--- src/ptrm_pkg.sv ---
`timescale 1ns / 1ps
// ----------------------------------------------------------------------------
// ptrm_pkg
// Shared types and constants of the page table range mapper: request and
// result records, command codes, status codes, and the control and status
// records between controller and datapath.
// ----------------------------------------------------------------------------
package ptrm_pkg;

	localparam int TABLE_ENTRIES_DEF = 512;

	localparam int ENTRY_W  = 64;
	localparam int VADDR_W  = 48;
	localparam int PADDR_W  = 52;
	localparam int SIZE_W   = 32;
	localparam int EIDX_W   = 9;
	localparam int STATUS_W = 2;
	localparam int CMD_W    = 2;

	localparam int SHIFT_SMALL = 12;
	localparam int SHIFT_LARGE = 21;
	localparam int PAGES_W     = SIZE_W + 1 - SHIFT_SMALL;

	localparam int CFG_IDX_W = 2;

	localparam logic [CMD_W-1:0] CMD_MAP    = 2'd0;
	localparam logic [CMD_W-1:0] CMD_REMOVE = 2'd1;
	localparam logic [CMD_W-1:0] CMD_READ   = 2'd2;

	localparam logic [CFG_IDX_W-1:0] REG_VIRT_BASE_SMALL = 2'd0;
	localparam logic [CFG_IDX_W-1:0] REG_VIRT_BASE_LARGE = 2'd1;

	localparam logic [STATUS_W-1:0] STATUS_OK     = 2'd0;
	localparam logic [STATUS_W-1:0] STATUS_NOROOM = 2'd1;
	localparam logic [STATUS_W-1:0] STATUS_FAULT  = 2'd2;

	typedef struct packed {
		logic [CMD_W-1:0]   cmd;
		logic [PADDR_W-1:0] phys_addr;
		logic [SIZE_W-1:0]  range_size;
		logic               large_page;
		logic               writable;
		logic               write_back;
		logic [VADDR_W-1:0] linear_addr;
		logic [EIDX_W-1:0]  entry_index;
	} req_t;

	typedef struct packed {
		logic [VADDR_W-1:0]  virt_addr;
		logic [ENTRY_W-1:0]  entry_value;
		logic [STATUS_W-1:0] status;
	} rsp_t;

	typedef enum logic [2:0] {
		RESP_OK     = 3'd0,
		RESP_NOROOM = 3'd1,
		RESP_FAULT  = 3'd2,
		RESP_VA     = 3'd3,
		RESP_ENTRY  = 3'd4
	} resp_kind_t;

	typedef struct packed {
		logic       load;
		logic       clr;
		logic       eval;
		logic       remove;
		logic       map_start;
		logic       map_step;
		logic       resp_en;
		resp_kind_t resp_kind;
	} ctl_t;

	typedef struct packed {
		logic [CMD_W-1:0] cmd;
		logic             clr_last;
		logic             fits;
		logic             pages_zero;
		logic             map_fault;
		logic             map_last;
	} sts_t;

endpackage

--- src/ptrm_ctrl.sv ---
`timescale 1ns / 1ps
// ----------------------------------------------------------------------------
// ptrm_ctrl
// Controller: clearing pass after reset, command decode, map loop sequencing,
// halt flag and result issue.
// ----------------------------------------------------------------------------
module ptrm_ctrl import ptrm_pkg::*; (
	input  logic clk,
	input  logic arst_n,
	input  logic start,
	output logic busy,
	input  sts_t sts,
	output ctl_t ctl
);

	typedef enum logic [5:0] {
		ST_CLEAR = 6'b000001,
		ST_IDLE  = 6'b000010,
		ST_EVAL  = 6'b000100,
		ST_CHECK = 6'b001000,
		ST_MAP   = 6'b010000,
		ST_READ  = 6'b100000
	} state_t;

	state_t state_q;
	state_t state_d;
	logic   halted_q;
	logic   halt_set;

	always_comb begin
		state_d   = state_q;
		ctl       = '0;
		halt_set  = 1'b0;
		case (state_q)
			ST_CLEAR: begin
				ctl.clr = 1'b1;
				if (sts.clr_last) begin
					state_d = ST_IDLE;
				end
			end
			ST_IDLE: begin
				if (start) begin
					ctl.load = 1'b1;
					state_d  = ST_EVAL;
				end
			end
			ST_EVAL: begin
				ctl.eval = 1'b1;
				if (halted_q) begin
					ctl.resp_en   = 1'b1;
					ctl.resp_kind = RESP_FAULT;
					state_d       = ST_IDLE;
				end else begin
					case (sts.cmd)
						CMD_MAP: state_d = ST_CHECK;
						CMD_READ: state_d = ST_READ;
						CMD_REMOVE: begin
							ctl.remove    = 1'b1;
							ctl.resp_en   = 1'b1;
							ctl.resp_kind = RESP_OK;
							state_d       = ST_IDLE;
						end
						default: begin
							ctl.resp_en   = 1'b1;
							ctl.resp_kind = RESP_OK;
							state_d       = ST_IDLE;
						end
					endcase
				end
			end
			ST_CHECK: begin
				if (!sts.fits) begin
					ctl.resp_en   = 1'b1;
					ctl.resp_kind = RESP_NOROOM;
					state_d       = ST_IDLE;
				end else if (sts.pages_zero) begin
					ctl.resp_en   = 1'b1;
					ctl.resp_kind = RESP_VA;
					state_d       = ST_IDLE;
				end else begin
					ctl.map_start = 1'b1;
					state_d       = ST_MAP;
				end
			end
			ST_MAP: begin
				ctl.map_step = 1'b1;
				if (sts.map_fault) begin
					halt_set      = 1'b1;
					ctl.resp_en   = 1'b1;
					ctl.resp_kind = RESP_FAULT;
					state_d       = ST_IDLE;
				end else if (sts.map_last) begin
					ctl.resp_en   = 1'b1;
					ctl.resp_kind = RESP_VA;
					state_d       = ST_IDLE;
				end
			end
			ST_READ: begin
				ctl.resp_en   = 1'b1;
				ctl.resp_kind = RESP_ENTRY;
				state_d       = ST_IDLE;
			end
			default: begin
				state_d = ST_IDLE;
			end
		endcase
	end

	always_ff @(posedge clk or negedge arst_n) begin
		if (!arst_n) begin
			state_q  <= ST_CLEAR;
			halted_q <= 1'b0;
		end else begin
			state_q <= state_d;
			if (halt_set) begin
				halted_q <= 1'b1;
			end
		end
	end

	assign busy = state_q != ST_IDLE;

endmodule

--- config.mk ---
export PLATFORM = sky130hd
export DESIGN_NAME = ptrm_ctrl
export DESIGN_NICKNAME = d
export VERILOG_FILES = /design/src/ptrm_pkg.sv /design/src/ptrm_ctrl.sv
export SDC_FILE = /design/constraint.sdc
export NUM_CORES = 1
export LEC_CHECK = 0
export BUFFER_PORTS_ARGS = -buffer_cell sky130_fd_sc_hd__buf_2
export CAP_MARGIN = 20
export CORE_AREA = 3 3 40 42
export DETAILED_ROUTE_END_ITERATION = 10
export DIE_AREA = 0 0 43 45
export PLACE_DENSITY_LB_ADDON = 0.12
export SYNTH_ARGS = -nofsm -noshare
export SYNTH_HDL_FRONTEND = slang
export SYNTH_SLANG_ARGS = --single-unit
--- constraint.sdc ---
create_clock -name clk -period 2.54 [get_ports clk]
set_input_delay 0.381 -clock clk [delete_from_list [all_inputs] [get_ports clk]]
set_output_delay 0.381 -clock clk [all_outputs]
set_load 0.02 [all_outputs]
# Yosys cells after proc, flatten, opt, wreduce, memory -nomap -nowiden
# Index checks and enable logic that the tools add are counted.
# totals
regBits,7
# classes
mux,28
n_reduce_logical,3
n_eq_ne,12
# op_table
op,n
$mux 6,6
$pmux 6 s5,1
$mux 4,6
$pmux 4 s4,1
$pmux 6 s2,1
$mux 1,11
$eq 6x1->1 const B,1
$eq 6x2->1 const B,1
$eq 6x3->1 const B,1
$eq 6x4->1 const B,1
$eq 6x5->1 const B,1
$eq 6x6->1 const B,1
$ne 6x2->1 const B,1
$mux 5,1
$ne 2x2->1 const B,2
$ne 3x3->1 const B,1
$reduce_and 3->1,1
$eq 2x1->1 const B,1
$eq 2x2->1 const B,1
$logic_not 2->1,1
$mux 2,1
$reduce_or 2->1,1

# Logic depth before layout (Yosys ltp)
# Gate-level depths: netlist of run 1.
# logic_depth
word_depth,5
mapped_depth,5
mapped_depth_nobuf,5

# Worst setup path before layout of run 1
# No wires, ideal clock.
# synth_path
kind,register -> output
startpoint,register state_q[1]
endpoint,output ctl[6] (netlist name)
arrival_ps,2128
slack_ps,31
path_stages_with_launch,4
n_path_buf,0
cell_sequence,dfrtp_1 or4_4 or3b_4 nor4b_1
# synth_rtl
element,line,rtl
from (decl),ptrm_ctrl.sv:25,state_t state_q;
from (signal assigned),ptrm_ctrl.sv:114,state_q <= state_d;
to (decl),ptrm_ctrl.sv:13,output ctl_t ctl

==> results of run 1 <==
-- metal layers --
metal | track usage | vias to the layer above | routed length [um]
met5 | 0 | - | 0
met4 | 0.108 | 0 | 0
met3 | 0.0279 | 0 | 45
met2 | 0.165 | 9 | 534
met1 | 0.158 | 217 | 494
li1 | - | 235 | -
-- cells in the final DEF (no fill, tap or decap), drive strengths merged, types with 2 or more instances in the layout --
| cell type | n |
|---|---|
| buf | 23 |
| dfrtp | 6 |
| nor2 | 4 |
| clkbuf | 4 |
| nor3b | 3 |
| nand2 | 2 |
| nand3 | 2 |
| o21ai | 2 |
| inv | 2 |
| nor2b | 2 |
| nor3 | 2 |
| a21o | 2 |
| nor4 | 2 |
| or4 | 2 |
| or3b | 2 |
| nor4b | 2 |
-- worst max-delay path: stages (launching register included) --
cell      delay (ns)
dfrtp_1         0.41
or4_4           0.56
or3b_4          0.43
clkinv_4        0.07
a21o_1          0.09
or3b_2          0.10
buf_2           0.15
-- state kept, by name, summed over array words and instances, names as in the netlist --
name and cells:
state_q 6, halted_q 1
-- stage by stage --
step | cells | cell area, um^2 | power [mW] | hold WS (ns) | util
floorplan | 47 | 464 | 0.311 | 0.0854 | -
global placement | 82 | 583 | 0.368 | 0.224 | 0.454
detailed placement | 82 | 583 | 0.367 | 0.222 | 0.454
CTS | 87 | 619 | 0.474 | 0.254 | 0.482
global route | 90 | 654 | 0.520 | 0.255 | 0.509
finish | 90 | 654 | 0.482 | 0.266 | 0.509
-- final cells by class --
class                      instances  share of cell area
inverter                           3              0.0249
clock buffer                       4              0.0402
timing repair buffer              24               0.203
tap                               15              0.0287
multi-input combinational         37               0.434
sequential                         7               0.270
-- kinds of logic (layout without fill, tap and decap cells) --
group	Yosys count	in the layout
simple gates	27	27
compound gates	9	9
flops	7	7
buf+inv	3	31
xor+xnor	1	1
-- what timing repair did --
item,in CTS,in global routing
gates resized for setup,0,2
hold buffers,1,0
setup endpoints to repair,0,3
buffers inserted,0,3
endpoints found under the hold margin,6,0
-- path summary, 6_finish.rpt --
path                             from    endpoint
max                        state_q[1]      ctl[3]
min in group asynchronous      arst_n  state_q[3]
min                            sts[4]  state_q[0]
max reg2reg                state_q[1]  state_q[1]
max in group asynchronous      arst_n  state_q[0]
min reg2reg                  halted_q  state_q[5]
-- power groups by stage --
stage               registers (mW)  logic [mW]  clock network [mW]
floorplan                    0.148       0.162                   0
global placement             0.154       0.214                   0
detailed placement           0.155       0.212                   0
CTS                          0.153       0.215               0.106
global route                 0.158       0.246               0.116
finish                       0.154       0.229              0.0994
==> impl_metrics.json, run 1 <==
{
  "synth_edf_count": 0,
  "synth_area_leaders": "dfrtp_1 32%, dfstp_2 5.7%, nor3b_2 5.4%",
  "cp.required_ns": 2.16,
  "viasPerCell": 5.12,
  "hold_depth": 2,
  "die_w_um": 43,
  "hp-class": "in2reg",
  "yosysMostFrequentCell": "dfrtp_1",
  "worstSetupStartpointType": "flip-flop",
  "power.sequential.fraction": 0.319,
  "power.internal_uw": 300,
  "synthTopCellsByCount": "6 x dfrtp_1, 4 x nor2_1",
  "p_per_area_nw_per_um2": 737,
  "drv_cap": 0,
  "clock_path_buffers": 2,
  "drive_above_1_share": 0.507,
  "status": "finished, final reports clean",
  "synth-simple-area-share": 0.399,
  "rsz0062_at_grt": "no",
  "grt_overflow_total": 0,
  "max_freq_ghz": 0.410,
  "rrSetupSlack_ns": 0.65,
  "dpl.hpwl_um": 801,
  "die_y_um": 45,
  "diodes": 0,
  "synthXorXnorAreaFrac": 0.0189,
  "synthMuxAreaShare": 0,
  "yosys.area.top_type": "dfrtp_1",
  "synth_seq_area_share": 0.380,
  "dpl_worst_slack_ns": 0.300,
  "syn_avg_cell_area_um2": 9.88,
  "synth-compound-area-share": 0.167,
  "combPwrFrac": 0.475,
  "cts_tree": "built",
  "gp_routability_congestion": 0.679,
  "finalSetupViolations": 0,
  "drcViolationCount": 0,
  "final.period_utilization": 0.961,
  "grt_antenna_before_repair": 0,
  "synth_top_area_share": 0.323,
  "fin_tns_setup_ns": 0,
  "fillCellCount": 118,
  "rows": 13,
  "synthFlopType": "dfrtp_1",
  "cts_buffers": 3,
  "multi_input_area_um2": 284,
  "port-buffer-count": 20,
  "crit_fanout": 6,
  "synthCells": 47,
  "async_flop_share": 1.00,
  "p_switching_uw": 183,
  "synthAdderAreaFrac": 0,
  "grt_usage": 0.121,
  "ys_warn_count": 0,
  "dr.pass1.iters": 2,
  "wire_per_inst_um": 11.9,
  "critPathArrivalTime_ns": 2.06,
  "num_vias": 461,
  "tightest_slew_ns": 0.438,
  "slew_violations": 0,
  "nNetsFinal": 86,
  "cts_max_level": 1,
  "clkSinkCount": 7,
  "drt-total-wl_mm": 1.07,
  "syn_nets": 57,
  "ff_latch_area_um2": 176,
  "pwr-share-clk": 0.206,
  "path_class": "reg2out",
  "syn_area_um2": 464,
  "clock_skew_ns": 0.00238,
  "dieArea_um2": 1940,
  "r2r_cells": 5,
  "drt_iter0_drc": 2,
  "fin_crit_ns": 2.44,
  "area_growth_syn_to_layout_pct": 41.0,
  "grt_max_degree": 8,
  "critPathCaptureType": "output port",
  "leakagePower_nw": 0.344,
  "synth-seq-cells": 7,
  "cts.reportedPaths.clkPinSlew_ns": 0.05,
  "grt_pass1_wl_mm": 1.68,
  "hold_viol": 0,
  "max_slew_margin": 0.706,
  "core_um2": 1280,
  "first_global_vias": 380,
  "io_pins": 21,
  "start_util": 0.361,
  "ant_nets": 0,
  "synth_top_family_by_area": "simple AND/OR/NAND/NOR gates",
  "sw_frac_of_total": 0.379,
  "peakVddDrop_mv": 0.346,
  "synth.distinct_cells": 29,
  "worst_slack_ns": 0.0988,
  "cts-root-buf": "clkbuf_4",
  "clk_latency_ns": 0.25
}
No activity file was read; power rests on OpenSTA's default activity.
==> inputs of run 2 (changes only) <==
--- a/config.mk
+++ b/config.mk
@@ -5,11 +5,14 @@
 export SDC_FILE = /design/constraint.sdc
 export NUM_CORES = 1
 export LEC_CHECK = 0
+export ABC_AREA = 1
 export BUFFER_PORTS_ARGS = -buffer_cell sky130_fd_sc_hd__buf_2
 export CAP_MARGIN = 20
-export CORE_AREA = 3 3 40 42
+export CELL_PAD_IN_SITES_DETAIL_PLACEMENT = 0
+export CELL_PAD_IN_SITES_GLOBAL_PLACEMENT = 1
+export CORE_MARGIN = 3
+export CORE_UTILIZATION = 27
 export DETAILED_ROUTE_END_ITERATION = 10
-export DIE_AREA = 0 0 43 45
 export PLACE_DENSITY_LB_ADDON = 0.12
 export SYNTH_ARGS = -nofsm -noshare
 export SYNTH_HDL_FRONTEND = slang
==> constraint.sdc (replaced) <==
create_clock -name clk -period 2.15 [get_ports clk]
set_input_delay 0.3225 -clock clk [delete_from_list [all_inputs] [get_ports clk]]
set_output_delay 0.3225 -clock clk [all_outputs]
set_load 0.02 [all_outputs]
==> impl_metrics.json, run 2 <==
{
  "status": "finished, final reports clean",
  "path_class": "reg2out",
  "syn_nets": 78,
  "wire_per_inst_um": 9.55,
  "rsz0062_at_grt": "no",
  "cp_slowest_cell": "dfrtp_1",
  "slowest_delay_ns": 0.41,
  "reg2reg_from": "state_q[0]",
  "cts.reportedPaths.clkPinSlew_ns": 0.06,
  "synth_seq_area_share": 0.356,
  "synth.distinct_cells": 20,
  "hp-class": "in2reg",
  "start_util": 0.307,
  "fin_tns_setup_ns": 0,
  "tightest_slew_ns": 0.209,
  "grt_overflow_total": 0,
  "syn_avg_cell_area_um2": 7.29,
  "area_growth_syn_to_layout_pct": 33.6,
  "dieArea_um2": 2380,
  "peakVddDrop_mv": 0.392,
  "core_um2": 1610,
  "clock_path_buffers": 2,
  "grt_usage": 0.0991,
  "yosys.area.top_type": "dfrtp_1",
  "grt_pass1_wl_mm": 1.81,
  "synth_edf_count": 0,
  "max_freq_ghz": 0.566,
  "die_w_um": 48.8,
  "gp_routability_congestion": 0.685,
  "leakagePower_nw": 0.379,
  "max_slew_margin": 0.859,
  "synth_area_leaders": "dfrtp_1 30%, inv_1 9.8%, nor2_1 9.1%",
  "layout_commonest_cell": "buf_2",
  "nNetsFinal": 104,
  "cts_resized": 0,
  "critPathCaptureType": "output port",
  "dr.pass1.iters": 4,
  "cts_tree": "built",
  "top_regs": "state_q: 6 flops, halted_q: 1 flops",
  "num_vias": 502,
  "finalHoldWorstSlack_ns": 0.244,
  "crit_fanout": 6,
  "io_pins": 21,
  "synth_top_area_share": 0.303,
  "synthCells": 68,
  "drv_cap": 0,
  "yosysMostFrequentCell": "inv_1",
  "use_met3": 0.0183,
  "die_y_um": 48.8,
  "first_global_vias": 440,
  "drcViolationCount": 0,
  "clkSinkCount": 7,
  "startpoint": "state_q[3]",
  "worstSetupStartpointType": "flip-flop",
  "grt_antenna_before_repair": 0,
  "cts_max_level": 1,
  "drive_above_1_share": 0.366,
  "drt-total-wl_mm": 1.12,
  "largest_register": "state_q",
  "power_uw": 608,
  "synthFlopType": "dfrtp_1",
  "final.period_utilization": 0.822,
  "port-buffer-count": 20,
  "finalSetupViolations": 0,
  "async_flop_share": 1.00,
  "fin_crit_ns": 1.77,
  "diodes": 0,
  "drt_iter0_drc": 2,
  "cp_num_buf_inv": 1,
  "ant_nets": 0,
  "slew_violations": 0,
  "cts-root-buf": "clkbuf_4",
  "dpl.hpwl_um": 935,
  "ys_warn_count": 0,
  "synth-seq-cells": 7,
  "hp-start": "sts[6]",
  "critPathArrivalTime_ns": 1.44,
  "globalRoute.busiestLayer": "met2",
  "crit_family": "flip-flops",
  "cts_buffers": 3,
  "synthTopCellsByCount": "13 x inv_1, 12 x nor2_1, 9 x nand2_1",
  "grtUsageMet2": 0.158,
  "grt_max_degree": 8,
  "met1_usage": 0.118,
  "most-common-layout-cells": "20 x buf_2, 13 x inv_1, 12 x nor2_1, 9 x nand2_1, 7 x nand3_1",
  "cp.required_ns": 1.83,
  "p_per_area_nw_per_um2": 918,
  "rows": 14,
  "viasPerCell": 4.29,
  "syn_area_um2": 495,
  "fillCellCount": 184,
  "largest_register_ffs": 6,
  "hold_viol": 0,
  "worstPathCellList": "nor2_4, nand3_1, o31ai_1, buf_2",
  "clk_latency_ns": 0.25,
  "clock_skew_ns": 0.00560,
  "final_util": 0.411
}
run 2: cells by family (layout without fill, tap and decap cells):
logic type,count (synthesis),count (layout),synth area share
flip-flops,7,7,0.356
AND/OR/NAND/NOR,43,43,0.485
buffers and inverters,15,40,0.116
AO/OA/AOI/OAI,3,3,0.0429
run 2: where the power goes:
group / switching, mW / total (mW) / internal (mW)
sequential: 0.0241 / 0.175 / 0.151
clock: 0.0515 / 0.123 / 0.0710
combinational: 0.201 / 0.310 / 0.110
run 2: worst register-to-register path, delay by kind of cell, from the launching register on:
kind	cells	cell delay, ns
buf+inv	1	0.05
flops	1	0.57
simple gates	6	0.50
run 2: per-layer routing:
metal / vias to the layer above / wire length, um
met5: - / 0
met4: 0 / 6
met3: 2 / 41
met2: 9 / 553
met1: 221 / 515
li1: 270 / -
run 2: final timing paths:
check / end / slack (ns) / depth (start not counted)
max in group asynchronous: state_q[0] / 1.49 / 2
min: state_q[3] / 0.24 / 2
max reg2reg: state_q[1] / 0.94 / 7
max: ctl[0] / 0.38 / 4
min reg2reg: halted_q / 0.53 / 2
min in group asynchronous: state_q[1] / 0.43 / 2
run 2: layout make-up:
| cell class | count | area (um^2) | area share |
|---|---|---|---|
| clock buffers | 4 | 26.3 | 0.0397 |
| inverters | 15 | 57.6 | 0.0870 |
| multi-input cells | 46 | 262 | 0.395 |
| flip-flops and latches | 7 | 176 | 0.267 |
| well taps | 24 | 30.0 | 0.0454 |
| repair buffers | 21 | 110 | 0.166 |
run 2: per-stage QoR:
step	std cells	worst slack [ns]	cell area [um^2]
5_1_grt	117	0.232	662
6_report	117	0.383	662
2_1_floorplan	68	0.490	495
3_3_place_gp	112	0.633	626
4_1_cts	117	0.349	662
3_5_place_dp	112	0.633	626
run 2: repair_timing:
item                                   CTS  global route
setup endpoints to repair                0             0
endpoints found under the hold margin    6             0
hold buffers                             1             0
buffers inserted                         0             0
